### src/rtl/vlmd_pkg.sv
// ----------------------------------------------------------------------------
// vlmd_pkg
// Shared types and constants of the 3D local maximum detector.
// ----------------------------------------------------------------------------
package vlmd_pkg;

    localparam int VALUE_W   = 32;
    localparam int COORD_W   = 8;
    localparam int COUNT_W   = 24;
    localparam int SIZE_W    = 9;
    localparam int CFG_IDX_W = 2;

    localparam logic [CFG_IDX_W-1:0] REG_SIZE_X = 2'd0;
    localparam logic [CFG_IDX_W-1:0] REG_SIZE_Y = 2'd1;
    localparam logic [CFG_IDX_W-1:0] REG_SIZE_Z = 2'd2;

    localparam logic [SIZE_W-1:0]  SIZE_RESET = 9'd256;
    localparam logic [SIZE_W-1:0]  SIZE_MIN   = 9'd3;
    localparam logic [COUNT_W-1:0] COUNT_MAX  = 24'hFF_FFFF;

    // result queue behind the compare pipeline
    localparam int OUT_FIFO_DEPTH = 8;
    localparam int OUT_FIFO_AW    = $clog2(OUT_FIFO_DEPTH);

    typedef logic signed [VALUE_W-1:0] t_word;

    // one column of the window along z: current plane, z-1, z-2
    typedef struct packed {
        t_word z0;
        t_word z1;
        t_word z2;
    } t_col;

    // plane buffer entry: scores at z-2 and z-1 for one (x, y)
    typedef struct packed {
        t_word p2;
        t_word p1;
    } t_plane_pair;

    // row buffer entry: columns at y-2 and y-1 for one x
    typedef struct packed {
        t_col r2;
        t_col r1;
    } t_row_pair;

    // per-beat control carried along the compare pipeline
    typedef struct packed {
        logic               test;
        logic               last;
        logic               first;
        logic [COORD_W-1:0] x;
        logic [COORD_W-1:0] y;
        logic [COORD_W-1:0] z;
    } t_side;

    typedef struct packed {
        logic a_v;
        logic b_v;
        logic c_v;
    } t_pipe_stat;

    typedef struct packed {
        logic [COORD_W-1:0] peak_x;
        logic [COORD_W-1:0] peak_y;
        logic [COORD_W-1:0] peak_z;
        t_word              peak_value;
        logic               is_peak;
        logic               end_of_volume;
        logic [COUNT_W-1:0] peak_count;
    } t_result;

endpackage

### src/rtl/vlmd_peak.sv
// ----------------------------------------------------------------------------
// vlmd_peak
// Window compare pipeline: 3x3 column maxima, x shift, center test, count.
// ----------------------------------------------------------------------------
module vlmd_peak (
    input  logic                 i_clk,
    input  logic                 i_rst_n,
    input  logic                 i_valid,
    input  vlmd_pkg::t_col       i_col0,
    input  vlmd_pkg::t_col       i_col1,
    input  vlmd_pkg::t_col       i_col2,
    input  vlmd_pkg::t_side      i_side,
    output vlmd_pkg::t_pipe_stat o_stat,
    output logic                 o_res_valid,
    output vlmd_pkg::t_result    o_res
);
    import vlmd_pkg::*;

    function automatic t_word max2(input t_word a, input t_word b);
        return (a > b) ? a : b;
    endfunction

    function automatic t_word max3(input t_word a, input t_word b, input t_word c);
        return max2(max2(a, b), c);
    endfunction

    logic         r_a_v, r_b_v, r_c_v;
    t_word        r_a_m0, r_a_m1, r_a_m2, r_a_cen;
    t_side        r_a_side;
    t_word        r_b_cm, r_b_cen;
    t_side        r_b_side;
    t_word        r_h_cm1, r_h_cm2, r_h_cen;
    t_word        r_c_wmax, r_c_cen;
    t_side        r_c_side;
    logic [COUNT_W-1:0] r_count;

    logic               peak;
    logic [COUNT_W-1:0] base;
    logic [COUNT_W-1:0] n_count;

    always_ff @(posedge i_clk) begin
        if (!i_rst_n) begin
            r_a_v <= 1'b0;
            r_b_v <= 1'b0;
            r_c_v <= 1'b0;
        end else begin
            r_a_v <= i_valid;
            r_b_v <= r_a_v;
            r_c_v <= r_b_v;
        end
    end

    always_ff @(posedge i_clk) begin
        if (i_valid) begin
            r_a_m0   <= max3(i_col0.z0, i_col0.z1, i_col0.z2);
            r_a_m1   <= max3(i_col1.z0, i_col1.z1, i_col1.z2);
            r_a_m2   <= max3(i_col2.z0, i_col2.z1, i_col2.z2);
            r_a_cen  <= i_col1.z1;
            r_a_side <= i_side;
        end
        if (r_a_v) begin
            r_b_cm   <= max3(r_a_m0, r_a_m1, r_a_m2);
            r_b_cen  <= r_a_cen;
            r_b_side <= r_a_side;
        end
        // column history along x; the center sits one column back
        if (r_b_v) begin
            r_h_cm1  <= r_b_cm;
            r_h_cm2  <= r_h_cm1;
            r_h_cen  <= r_b_cen;
            r_c_wmax <= max3(r_b_cm, r_h_cm1, r_h_cm2);
            r_c_cen  <= r_h_cen;
            r_c_side <= r_b_side;
        end
    end

    // window max includes the center itself, so >= means no neighbor is greater
    assign peak    = r_c_side.test && (r_c_cen >= r_c_wmax);
    assign base    = r_c_side.first ? '0 : r_count;
    assign n_count = (peak && (base != COUNT_MAX)) ? base + 1'b1 : base;

    always_ff @(posedge i_clk) begin
        if (!i_rst_n) begin
            r_count <= '0;
        end else if (r_c_v) begin
            r_count <= n_count;
        end
    end

    assign o_stat.a_v = r_a_v;
    assign o_stat.b_v = r_b_v;
    assign o_stat.c_v = r_c_v;

    assign o_res_valid         = r_c_v && (peak || r_c_side.last);
    assign o_res.peak_x        = peak ? r_c_side.x : '0;
    assign o_res.peak_y        = peak ? r_c_side.y : '0;
    assign o_res.peak_z        = peak ? r_c_side.z : '0;
    assign o_res.peak_value    = peak ? r_c_cen : '0;
    assign o_res.is_peak       = peak;
    assign o_res.end_of_volume = r_c_side.last;
    assign o_res.peak_count    = n_count;

endmodule

### config.mk
export PLATFORM = sky130hd
export DESIGN_NAME = vlmd_peak
export DESIGN_NICKNAME = d
export VERILOG_FILES = /design/src/rtl/vlmd_pkg.sv /design/src/rtl/vlmd_peak.sv
export SDC_FILE = /design/constraint.sdc
export NUM_CORES = 1
export LEC_CHECK = 0
export BUFFER_PORTS_ARGS = -buffer_cell sky130_fd_sc_hd__buf_2
export CORE_MARGIN = 1
export CORE_UTILIZATION = 45
export CTS_CLUSTER_SIZE = 16
export DETAILED_ROUTE_END_ITERATION = 8
export PLACE_DENSITY = 0.65
export SYNTH_ARGS = -nofsm -noshare
export SYNTH_HDL_FRONTEND = slang
export SYNTH_SLANG_ARGS = --single-unit
export TNS_END_PERCENT = 30
### constraint.sdc
create_clock -name i_clk -period 5.1 [get_ports i_clk]
set_clock_uncertainty 0.15 [all_clocks]
set_input_delay 0.255 -clock i_clk [delete_from_list [all_inputs] [get_ports i_clk]]
set_output_delay 0.255 -clock i_clk [all_outputs]
set_load 0.02 [all_outputs]
==> impl_metrics.toml <==
[run_status]
status = "finished clean"

[floorplanning]
fp.dieH_um = 256
ios = 404
rows = 92
die_area_um2 = 65300
core_um2 = 63300
die_w_um = 256
initial_core_util = 0.457

[place]
dp_hpwl_mm = 63.7
dp.cells = 3873
gp_congestion = 0.927
portBuffers = 403
placed_area_um2 = 33200

[yosys]
synth.distinct_cells = 77
ys_seq_area_frac = 0.468
synth-async-reset-ratio = 0
synth_area_per_cell_um2 = 11.4
synthCells = 2533
ys_ff_latch = 460
netlist_area_um2 = 28900
synth_edf_count = 433
synth_warnings = 0
ys.flop_type = "edfxtp_1"
mappedNetlistNets = 3204

[finish]
synthToLayoutAreaGrowth_pct = 29.1
stdcell_count = 4168
nets = 3946
drive_gt1_frac = 0.311
fin_area_um2 = 37400
nFillCells = 5227

[critical_path]
cp-end-kind = "register"
required_ps = 5290
crit_arrival_ps = 5230
reg2reg_slack_ps = 50
r2r-start = "r_h_cm1[1]"
r2r_end = "r_c_wmax[29]"
cp_top_family = "compound AO/OA/AOI/OAI gates"
path_max_fanout = 16
critical_path_class = "reg2reg"
crit_path_start_kind = "register"
reg2reg_depth = 20
crit_chain = "inv_1, ha_1, nor2b_1, o211ai_1, a21oi_1, o311a_1, nor3_2, buf_4, mux2i_4, buf_6, mux2_2, ha_1, and4_1, and4_1, o211ai_1, a31oi_1, o41ai_2, nor2_4, clkbuf_16, mux2_2"
slowest_delay_ps = 380
worst_path_max_delay_cell = "edfxtp_1"
path_buf_inv = 4

[global_routing]
grt_first_pass_wirelength_mm = 127
grt_pass1_vias = 23200
grt.total_usage = 0.247
grt_max_degree = 85
grt-ovfl-total = 0
antenna_found_initial = 20

[clock_network]
htreeDepth = 2
cts_buffer_depth = 3
clock_latency_ps = 600
clock-root-buffer = "clkbuf_16"
cts_made_buffers = 50
cts_tree = "done"
path_clk_slew_ps = 60
clock-sinks = 460

[sta]
setup_violations = 0
worstMarginPinSlew_ps = 981
tns_ps = 0
period_needed_ps = 5050
max_slew_margin = 0.346
finalMaxSlewViolations = 0
period_share = 0.989
max_freq_ghz = 0.198
finalHoldViolCount = 0
rsz0062_at_grt = "true"

[hold_path]
hp-class = "in2reg"
hold_end = "r_a_m1[7]"
min_from = "i_col1[71]"
hold_depth = 3

[route]
route.detailed.drc = 0
post_drt_wl_per_cell_um = 19.9
firstDrtPassIters = 5
wirelength_mm = 82.8
num_vias = 22600
drt-initial-drc-count = 1491
viasPerCell = 5.42
ant_nets = 0

[pwr]
ir_drop_mv = 0.226
p_leak_nw = 16.7
powerDensity_nw_per_um2 = 350

[run]
maxCapViolCount = 0
-- synthesized netlist by cell type (4+ instances only) --
master     instances  area share
nand3_1           47      0.0081
buf_2             18      0.0031
o2bb2ai_1         23      0.0070
o221ai_1           7      0.0021
a2111oi_0          6      0.0018
buf_4              7      0.0018
a211oi_1          11      0.0029
and4_1            40       0.012
nand3b_1           4      0.0010
xnor2_1            9      0.0027
a31oi_1           13      0.0028
or3_1             10      0.0022
and3_1             4     0.00086
clkbuf_1          48      0.0062
and2_1            63       0.014
nand4_1           66       0.014
inv_1            374       0.049
a221oi_1           4      0.0012
o21bai_1           9      0.0023
edfxtp_1         433        0.45
o31ai_1            6      0.0016
a21o_1            52       0.013
nand2b_1           8      0.0017
dfxtp_1           27       0.019
a21oi_1          146       0.025
mux2_2           286        0.11
o31a_1             4      0.0012
nor2b_1           25      0.0054
nor3_1            30      0.0052
o311ai_0           5      0.0015
o21ai_0           59       0.010
o21ai_1            4     0.00069
nand2_1          128       0.017
nor2_1            57      0.0074
a211o_1           26      0.0079
o211ai_1          15      0.0039
or4_1              9      0.0023
nor4_1            15      0.0032
o21a_1            12      0.0031
mux2i_1           15      0.0052
ha_1             353        0.15
-- final cells by class --
type                       count  area (µm²)  area share
inverter                     376        1410      0.0378
clock buffer                  63        1330      0.0356
sequential                   460       13600       0.363
clock inverter                27         344     0.00921
antenna                        9        22.5    0.000603
multi-input combinational   1618       14200       0.379
timing repair buffer         769        5480       0.147
tap                          846        1060      0.0283
-- routing by layer --
metal / part of all wire / global-route usage / up-vias
met5: 0.0018 / 0 / -
met4: 0.029 / 0.0782 / 22
met3: 0.054 / 0.0375 / 152
met2: 0.49 / 0.432 / 674
met1: 0.42 / 0.311 / 10900
li1: - / - / 10800
-- report_power, final --
part           leakage (nW)  total [W]  internal (W)  switching (W)
Combinational          11.6    0.00446       0.00234        0.00212
Clock                 0.814    0.00373       0.00225        0.00148
Sequential             4.31    0.00489       0.00464       0.000245
Total                  16.7     0.0131       0.00923        0.00385
-- timing repair --
action / 4_1_cts / 5_1_grt
setup buffers: 3 / 8
endpoints found under the setup margin: 32 / 115
resized for setup: 23 / 76
pin swaps: 6 / 23
endpoints found under the hold margin: 166 / 0
gates cloned: 1 / 5
hold buffers: 180 / 0
-- worst max-delay path by stage --
| stage | depth (start not counted) | endpoint | startpoint |
|---|---|---|---|
| 6_report | 20 | r_c_wmax[29] | r_h_cm1[1] |
| 5_1_grt | 22 | r_a_m2[16] | i_col2[43] |
| 4_1_cts | 19 | r_b_cm[1] | r_a_m1[1] |
| 3_5_place_dp | 22 | r_a_m1[12] | i_col1[41] |
| 3_3_place_gp | 21 | r_a_m1[12] | i_col1[41] |
| 2_1_floorplan | 19 | r_b_cm[22] | r_a_m0[1] |
-- registers in the layout, summed over array words and instances (netlist names) --
register	cells
r_a_side	27
r_a_cen	32
r_a_v	1
r_b_v	1
r_c_wmax	32
r_b_side	27
r_c_v	1
r_a_m2	32
r_b_cm	32
r_c_side	26
r_c_cen	32
r_a_m0	32
r_h_cm1	32
r_b_cen	32
o_res	1
r_h_cen	32
r_h_cm2	32
r_a_m1	32
r_count	24
-- worst reg2reg max path, stage by stage, from the launching register on --
cell       delay, ps
edfxtp_1         380
inv_1             90
ha_1             240
nor2b_1          140
o211ai_1         160
a21oi_1           90
o311a_1          350
nor3_2           110
buf_4            140
mux2i_4          270
buf_6            220
mux2_2           380
ha_1             290
and4_1           220
and4_1           260
o211ai_1         130
a31oi_1          240
o41ai_2          140
nor2_4           240
clkbuf_16        220
mux2_2           340
-- cells in the final DEF (no fill, tap or decap), types with 10 or more instances in the layout --
cell and count:
edfxtp_1 433, buf_2 402, inv_1 374, ha_1 339, mux2_2 274, dlygate4sd3_1 180
buf_4 158, a21oi_1 138, nand2_1 128, nand4_1 66, and2_1 63, nor2_1 56
clkbuf_16 55, o21ai_0 54, a21o_1 52, nand3_1 46, and4_1 40, a211o_1 26
nor2b_1 25, dfxtp_1 25, o2bb2ai_1 23, nor3_1 22, o211ai_1 15, buf_6 14
mux2i_1 13, ha_4 13, mux2_4 12, o21a_1 11, clkbuf_1 11, buf_12 11
a211oi_1 10, or3_1 10
-- logic make-up (layout without fill, tap and decap cells) --
logic type | count (synthesis) | after routing | share of synthesized area
AOI/OAI and AO/OA | 437 | 437 | 0.101
xor gates and xnor gates | 11 | 11 | 0.00333
adders and majority gates | 353 | 353 | 0.153
buffers and inverters | 455 | 1235 | 0.0613
DFF | 460 | 460 | 0.468
muxes | 301 | 301 | 0.116
other | 0 | 9 | 0
and+or+nand+nor | 516 | 516 | 0.0974
-- metrics by stage --
step | total power, W | utilization | hold WS [ps] | worst slack [ps]
floorplan | 0.00733 | - | 204 | 58.3
global placement | 0.00867 | 0.524 | 250 | -357
detailed placement | 0.00882 | 0.524 | 255 | -446
CTS | 0.0128 | 0.581 | 2.31 | -1.30
global route | 0.0137 | 0.590 | 20.2 | -80.1
finish | 0.0131 | 0.590 | 23.5 | 54.7
No activity file was read; power rests on OpenSTA's default activity.
